## src/rtl/bmhq_pkg.sv

```systemverilog
package bmhq_pkg;

    localparam int KEY_W = 16;
    localparam int CFG_W = 7;
    localparam logic [CFG_W-1:0] LIMIT_RESET = 7'd64;

    typedef logic signed [KEY_W-1:0] key_t;
    typedef logic [CFG_W-1:0] limit_t;

    typedef enum logic [0:0] {
        CMD_INSERT = 1'b0,
        CMD_REMOVE = 1'b1
    } cmd_t;

    // broadcast to every cell of the row
    typedef struct packed {
        logic insert;
        logic remove;
        key_t key;
    } cell_op_t;

endpackage

```

## src/rtl/bmhq_req_if.sv

```systemverilog
interface bmhq_req_if import bmhq_pkg::*; ();
    logic valid;
    logic ready;
    logic cmd;
    key_t value;

    modport source (output valid, output cmd, output value, input ready);
    modport sink (input valid, input cmd, input value, output ready);
endinterface

```

## src/rtl/bmhq_rsp_if.sv

```systemverilog
interface bmhq_rsp_if import bmhq_pkg::*; #(
    parameter int CNT_W = 7
) ();
    logic valid;
    logic ready;
    key_t min_value;
    logic was_empty;
    logic was_full;
    logic [CNT_W-1:0] count;

    modport source (output valid, output min_value, output was_empty, output was_full,
                    output count, input ready);
    modport sink (input valid, input min_value, input was_empty, input was_full,
                  input count, output ready);
endinterface

```

## src/rtl/bmhq_cell.sv

```systemverilog
module bmhq_cell import bmhq_pkg::*; (
    input  logic     clk,
    input  cell_op_t op,
    input  logic     occupied,
    input  logic     left_live,
    input  logic     left_take,
    input  key_t     left_key,
    input  key_t     right_key,
    output logic     take,
    output key_t     key
);

    key_t key_reg;
    key_t key_next;

    // an empty slot behaves as an infinitely large key
    assign take = !occupied || (op.key < key_reg);
    assign key  = key_reg;

    always_comb
    begin
        key_next = key_reg;
        priority if (op.insert)
        begin
            if (take)
            begin
                key_next = (left_live && left_take) ? left_key : op.key;
            end
        end
        else if (op.remove)
        begin
            key_next = right_key;
        end
        else
        begin
            // no request this cycle: hold
            key_next = key_reg;
        end
    end

    always_ff @(posedge clk)
    begin
        key_reg <= key_next;
    end

endmodule

```

## src/rtl/binary_min_heap_queue.sv

```systemverilog
// Min priority queue: insert a key, or remove and return the smallest key.
// The response is registered: it appears in the cycle after the request is accepted.
// Throughput: one request per cycle while rsp.ready keeps the response draining; every
// cell of the sorted row shifts together, and a new request enters in the same cycle the pending response drains.
// Reset: element count cleared, capacity limit set to 64, output empty;
// the key cells are not reset and are read only while occupied.
module binary_min_heap_queue import bmhq_pkg::*; #(
    parameter int CAPACITY = 64,
    parameter int CNT_W    = 7
) (
    input  logic               clk,
    input  logic               rst_n,
    input  logic               cfg_we,
    input  limit_t             cfg_wdata,
    bmhq_req_if.sink           req,
    bmhq_rsp_if.source         rsp
);

    // compare width wide enough for both the count and the 7-bit limit
    localparam int LIM_W = (CNT_W > CFG_W) ? CNT_W : CFG_W;
    localparam logic [LIM_W-1:0] CAP_L = LIM_W'(CAPACITY);

    limit_t           limit_reg;
    logic [CNT_W-1:0] count_reg;
    logic [CNT_W-1:0] count_next;
    logic             out_valid_reg;
    key_t             min_value_reg;
    logic             was_empty_reg;
    logic             was_full_reg;
    logic [CNT_W-1:0] out_count_reg;

    logic             accept;
    logic             is_full;
    logic             is_empty;
    logic [LIM_W-1:0] limit_eff;
    cell_op_t         op;
    key_t             min_value_next;
    logic             was_empty_next;
    logic             was_full_next;

    key_t             cell_key  [CAPACITY];
    logic             cell_take [CAPACITY];

    // take a new request whenever the output register is free or draining
    assign req.ready = !out_valid_reg || rsp.ready;
    assign accept    = req.valid && req.ready;

    // clamp the limit to the physical capacity
    assign limit_eff = (LIM_W'(limit_reg) > CAP_L) ? CAP_L : LIM_W'(limit_reg);
    assign is_full   = LIM_W'(count_reg) >= limit_eff;
    assign is_empty  = (count_reg == '0);

    always_comb
    begin
        op             = '{insert: 1'b0, remove: 1'b0, key: req.value};
        count_next     = count_reg;
        min_value_next = '0;
        was_empty_next = 1'b0;
        was_full_next  = 1'b0;
        unique case (cmd_t'(req.cmd))
            CMD_INSERT:
            begin
                was_full_next = is_full;
                op.insert     = accept && !is_full;
                if (op.insert)
                begin
                    count_next = count_reg + CNT_W'(1);
                end
            end
            CMD_REMOVE:
            begin
                was_empty_next = is_empty;
                op.remove      = accept && !is_empty;
                // the head cell holds the minimum
                min_value_next = is_empty ? '0 : cell_key[0];
                if (op.remove)
                begin
                    count_next = count_reg - CNT_W'(1);
                end
            end
            default:
            begin
                op.insert = 1'b0;
            end
        endcase
    end

    // sorted row: cell 0 holds the smallest key, occupied cells are 0..count-1
    genvar g;
    generate
        for (g = 0; g < CAPACITY; g++)
        begin : g_cell
            logic left_live;
            logic left_take;
            key_t left_key;
            key_t right_key;

            if (g == 0)
            begin : g_head
                assign left_live = 1'b0;
                assign left_take = 1'b0;
                assign left_key  = op.key;
            end
            else
            begin : g_body
                assign left_live = 1'b1;
                assign left_take = cell_take[g-1];
                assign left_key  = cell_key[g-1];
            end

            if (g == CAPACITY - 1)
            begin : g_tail
                assign right_key = cell_key[g];
            end
            else
            begin : g_inner
                assign right_key = cell_key[g+1];
            end

            bmhq_cell u_cell (
                .clk       (clk),
                .op        (op),
                .occupied  (CNT_W'(g) < count_reg),
                .left_live (left_live),
                .left_take (left_take),
                .left_key  (left_key),
                .right_key (right_key),
                .take      (cell_take[g]),
                .key       (cell_key[g])
            );
        end
    endgenerate

    // control state
    always_ff @(posedge clk or negedge rst_n)
    begin
        if (!rst_n)
        begin
            limit_reg     <= LIMIT_RESET;
            count_reg     <= '0;
            out_valid_reg <= 1'b0;
        end
        else
        begin
            if (cfg_we)
            begin
                limit_reg <= cfg_wdata;
            end
            count_reg <= count_next;
            if (accept)
            begin
                out_valid_reg <= 1'b1;
            end
            else if (rsp.ready)
            begin
                out_valid_reg <= 1'b0;
            end
        end
    end

    // response payload: load on accept, hold otherwise
    always_ff @(posedge clk)
    begin
        if (accept)
        begin
            min_value_reg <= min_value_next;
            was_empty_reg <= was_empty_next;
            was_full_reg  <= was_full_next;
            out_count_reg <= count_next;
        end
    end

    assign rsp.valid     = out_valid_reg;
    assign rsp.min_value = min_value_reg;
    assign rsp.was_empty = was_empty_reg;
    assign rsp.was_full  = was_full_reg;
    assign rsp.count     = out_count_reg;

endmodule
```

## src/flat_wrapper.sv

```systemverilog
// flat-port wrapper written by rule: the top's interface ports become plain ports
module binary_min_heap_queue_flat import bmhq_pkg::*;
#(
    parameter int CAPACITY = 64,
    parameter int CNT_W    = 7
)
  (clk, rst_n, cfg_we, cfg_wdata, req_valid, req_cmd, req_value, req_ready, rsp_valid, rsp_min_value, rsp_was_empty, rsp_was_full, rsp_count, rsp_ready);
  bmhq_req_if req_i ();
  bmhq_rsp_if #(.CNT_W(CNT_W)) rsp_i ();
  input  logic clk;
  input  logic rst_n;
  input  logic cfg_we;
  input  limit_t cfg_wdata;
  input wire logic [$bits(req_i.valid)-1:0] req_valid;
  input wire logic [$bits(req_i.cmd)-1:0] req_cmd;
  input wire logic [$bits(req_i.value)-1:0] req_value;
  output wire logic [$bits(req_i.ready)-1:0] req_ready;
  output wire logic [$bits(rsp_i.valid)-1:0] rsp_valid;
  output wire logic [$bits(rsp_i.min_value)-1:0] rsp_min_value;
  output wire logic [$bits(rsp_i.was_empty)-1:0] rsp_was_empty;
  output wire logic [$bits(rsp_i.was_full)-1:0] rsp_was_full;
  output wire logic [$bits(rsp_i.count)-1:0] rsp_count;
  input wire logic [$bits(rsp_i.ready)-1:0] rsp_ready;
  assign req_i.valid = req_valid;
  assign req_i.cmd = req_cmd;
  assign req_i.value = req_value;
  assign req_ready = req_i.ready;
  assign rsp_valid = rsp_i.valid;
  assign rsp_min_value = rsp_i.min_value;
  assign rsp_was_empty = rsp_i.was_empty;
  assign rsp_was_full = rsp_i.was_full;
  assign rsp_count = rsp_i.count;
  assign rsp_i.ready = rsp_ready;
  binary_min_heap_queue #(.CAPACITY(CAPACITY), .CNT_W(CNT_W)) u_core (.clk(clk), .rst_n(rst_n), .cfg_we(cfg_we), .cfg_wdata(cfg_wdata), .req(req_i), .rsp(rsp_i));
endmodule
```

## config.mk

```make
export PLATFORM = sky130hd
export DESIGN_NAME = binary_min_heap_queue_flat
export DESIGN_NICKNAME = d
export VERILOG_FILES = /design/src/rtl/bmhq_pkg.sv /design/src/rtl/bmhq_req_if.sv /design/src/rtl/bmhq_rsp_if.sv /design/src/rtl/bmhq_cell.sv /design/src/rtl/binary_min_heap_queue.sv /design/src/flat_wrapper.sv
export SDC_FILE = /design/constraint.sdc
export NUM_CORES = 2
export LEC_CHECK = 0
export BUFFER_PORTS_ARGS = -buffer_cell sky130_fd_sc_hd__clkbuf_2
export CAP_MARGIN = 20
export CORE_MARGIN = 3
export CORE_UTILIZATION = 56
export CTS_CLUSTER_SIZE = 16
export DETAILED_ROUTE_END_ITERATION = 6
export PLACE_DENSITY = 0.72
export REMOVE_ABC_BUFFERS = 1
export SYNTH_ARGS = -nofsm -noshare
export SYNTH_HDL_FRONTEND = slang
export SYNTH_SLANG_ARGS = --single-unit
```

## constraint.sdc

```tcl
create_clock -name clk -period 8.3 [get_ports clk]
set_clock_uncertainty 0.1 [all_clocks]
set_input_delay 0 -clock clk [delete_from_list [all_inputs] [get_ports clk]]
set_output_delay 0 -clock clk [all_outputs]
set_load 0.03 [all_outputs]
```

==> flow_summary.ini <==
[finish]
fin_util_pct = 60.8
final_net_count = 9274
syn2layout_area_growth_pct = 7.52
largest_reg_flops = 1024
final_layout_size_suffix_gt1_share_pct = 6.15
fill_cells = 11400

[die]
row_count = 136
coreArea_um2 = 138000
die_w_um = 379
die_h_um = 379
dieArea_um2 = 143000
initial_utilization_pct = 56.5
ios = 56

[drt]
drt_iter0_markers = 9013
detail_route.wirelength_um = 251000
vias = 67800
ant_nets = 0
drc = 16
wl_per_cell_um = 24.7
firstDrtPassIters = 7
viasPerCell = 6.67

[logic_synthesis]
netlist_area_um2 = 77800
synth_fa_ha_area_share_pct = 15.6
yosysTopAreaCell = edfxtp_1
synth_area_leaders = edfxtp_1, ha_1, nand2_1
ys_seq_area_share_pct = 41.0
ys.flop_type = edfxtp_1
syn_area_per_cell_um2 = 9.22
synth_top_area_share_pct = 40.5
synth-async-reset-ratio_pct = 1.41
ys_types = 71
ys_seq_elements = 1064
synthSimpleGateAreaFrac_pct = 15.0
synth-edff-count = 1049
synth-xor-area-share_pct = 0.0563
synth_top_family_by_area = compound AO/OA/AOI/OAI gates
synth_mux_area_share_pct = 2.21
yosys_warnings = 0
syn_inst = 8439
synth_compound_area_share_pct = 17.9

[sta]
period_needed_ns = 5.04
slew-limit-headroom_pct = 19.7
fin_crit_sh_pct = 60.8
tightestPinTransition_ns = 1.20
fin_setup_tns_ns = 0
drv_slew = 0
setup_violations = 0
fmax_ghz = 0.198
rsz0062_at_grt = no
hold_violations = 0

[clock_tree]
cts_tree = yes
postCtsSetupRepairBufs = 0
cts_buffer_depth = 3
clk_latency_ns = 0.77
path_clk_slew_ns = 0.06
cts_root_buf = clkbuf_16
clock_sinks = 1064
cts_buffers = 121
htreeDepth = 3

[pwr]
ir_drop_mv = 0.197
power.density_nw_per_um2 = 266
static-leakage-power_nw = 33.7

[worst_setup_path]
crit_path_max_incr_delay_ns = 0.87
critPathMaxFanout = 200
crit_path_top_delay_cell = buf_4
startpoint_type = register
cp-end-kind = register
path_class = register to register
worstPathRequired_ns = 8.78
worstPathArrival_ns = 5.52
path_cells = inv_1 -> ha_1 -> nand2b_1 -> a21o_1 -> a221o_1 -> a211oi_4 -> buf_12 -> buf_4 -> nand2_1 -> o221ai_1

[placement]
gp_congestion = 0.915
dp_hpwl_um = 170000
port_buffers = 55

[global_routing]
antenna_found_initial = 4
grt_first_pass_wirelength_um = 382000
grt-ovfl-total = 0
grt_pass1_vias = 65300
grt_max_degree = 215
track_usage_pct = 34.2

[run_status]
run_status = finished with violations
violations = DRC

[worst_hold_path]
hold_class = primary input to register

[flow_run]
maxCapViolCount = 0
[worst paths after layout]
path | from | endpoint | slack (ns) | depth (start not counted)
setup / recovery | u_core.count_reg[0]$_DFF_PN0_ | u_core.g_cell[9].u_cell.key[12]$_DFFE_PP_ | 3.26 | 10
hold / removal | req_value[7] | u_core.g_cell[62].u_cell.key[7]$_DFFE_PP_ | 0.1 | 4
setup reg to reg | u_core.count_reg[0]$_DFF_PN0_ | u_core.g_cell[9].u_cell.key[12]$_DFFE_PP_ | 3.26 | 10
hold reg to reg | u_core.g_cell[41].u_cell.key[1]$_DFFE_PP_ | u_core.g_cell[42].u_cell.key[1]$_DFFE_PP_ | 0.48 | 2
max in group asynchronous | rst_n | u_core.count_reg[6]$_DFF_PN0_ | 7.24 | 3
min in group asynchronous | rst_n | u_core.limit_reg[3]$_DFFE_PN0P_ | 0.33 | 3
[report_power, final]
part	switching (mW)	internal, mW	total (mW)	leakage [nW]
clock network	2.33	2.88	5.21	1.82
registers	0.799	7.61	8.41	10.1
logic	5.89	2.76	8.65	21.9
total	9.02	13.3	22.3	33.7
[cell usage after synthesis, drive strengths merged (6+ instances only)]
| cell type | number |
|---|---|
| nand3b | 24 |
| nor2b | 30 |
| nor4 | 50 |
| a2111oi | 10 |
| a41oi | 6 |
| a21oi | 410 |
| a22oi | 14 |
| ha | 970 |
| nand2 | 1919 |
| and4 | 12 |
| a21boi | 9 |
| clkbuf | 245 |
| a21o | 74 |
| o311ai | 49 |
| a211oi | 55 |
| o21a | 22 |
| a31oi | 17 |
| nand4 | 118 |
| inv | 1023 |
| edfxtp | 1049 |
| buf | 304 |
| a2111o | 37 |
| or3 | 7 |
| and3 | 11 |
| a211o | 7 |
| nand2b | 103 |
| o21ai | 314 |
| a221o | 55 |
| nor3 | 51 |
| nand3 | 146 |
| nor2 | 234 |
| mux2 | 33 |
| and2 | 38 |
| mux2i | 131 |
| o221ai | 809 |
| dfrtp | 14 |
[worst max-delay path: cells and delay by family (launching register included)]
family,cells,cell delay [ns]
buffers and inverters,3,1.72
flip-flops,1,0.57
adder cells (fa/ha/maj),1,0.32
AND/OR/NAND/NOR,2,0.32
AO/OA/AOI/OAI,4,1.57
[final cells by class]
class	count	area (µm²)	share of cell area (%)
inverter	1023	3840	4.59
antenna	1	2.50	0.00299
clock buffer	161	3250	3.89
clock inverter	62	442	0.528
sequential	1064	31900	38.1
multi-input combinational	5803	39800	47.6
timing repair buffer	262	2140	2.56
tap	1794	2240	2.68
[layout by cell type (no fill, tap or decap), types with 55 or more instances in the layout]
master and count:
mux2i_1 88, o21ai_0 249, clkbuf_16 123, ha_1 970
nand2_1 1913, inv_1 1023, a21oi_1 409, nand2b_1 103
buf_4 174, nand3_1 146, a221o_1 55, nor2_1 232
o221ai_1 809, a21o_1 74, edfxtp_1 1049, o21ai_1 56
nand4_1 118
[metrics by stage]
step | hold WS (ns) | instance area [µm²] | setup WS [ns] | power [mW] | cells
finish | 0.0971 | 83600 | 3.26 | 22.3 | 10200
detailed placement | -0.136 | 79500 | 3.30 | 16.8 | 9909
CTS | 0.0132 | 83600 | 3.23 | 22.0 | 10200
floorplan | -0.396 | 75200 | -54.72 | 14.6 | 7890
global placement | -0.140 | 79500 | 3.42 | 16.4 | 9908
global route | 0.0640 | 83600 | 3.04 | 23.4 | 10200
[cell families after synthesis]
| group | after synthesis |
|---|---|
| buffers and inverters | 1572 |
| AND/OR/NAND/NOR | 2751 |
| XOR/XNOR | 5 |
| adder cells (fa/ha/maj) | 970 |
| multiplexers | 164 |
| AO/OA/AOI/OAI | 1913 |
| flip-flops | 1064 |
[layer usage]
layer | wire, µm | vias up | track usage, %
met2 | 111000 | 3928 | 52.9
met4 | 11100 | 2 | 14.6
met1 | 101000 | 32600 | 46.8
met3 | 28500 | 703 | 6.66
met5 | 13 | - | 0
li1 | - | 30600 | -
[what timing repair did]
item                      4_1_cts  5_1_grt
hold buffers                   34        0
gates resized for setup         0        0
hold endpoints to repair       74        0
Note: power is estimated with default switching activity, not from simulation.
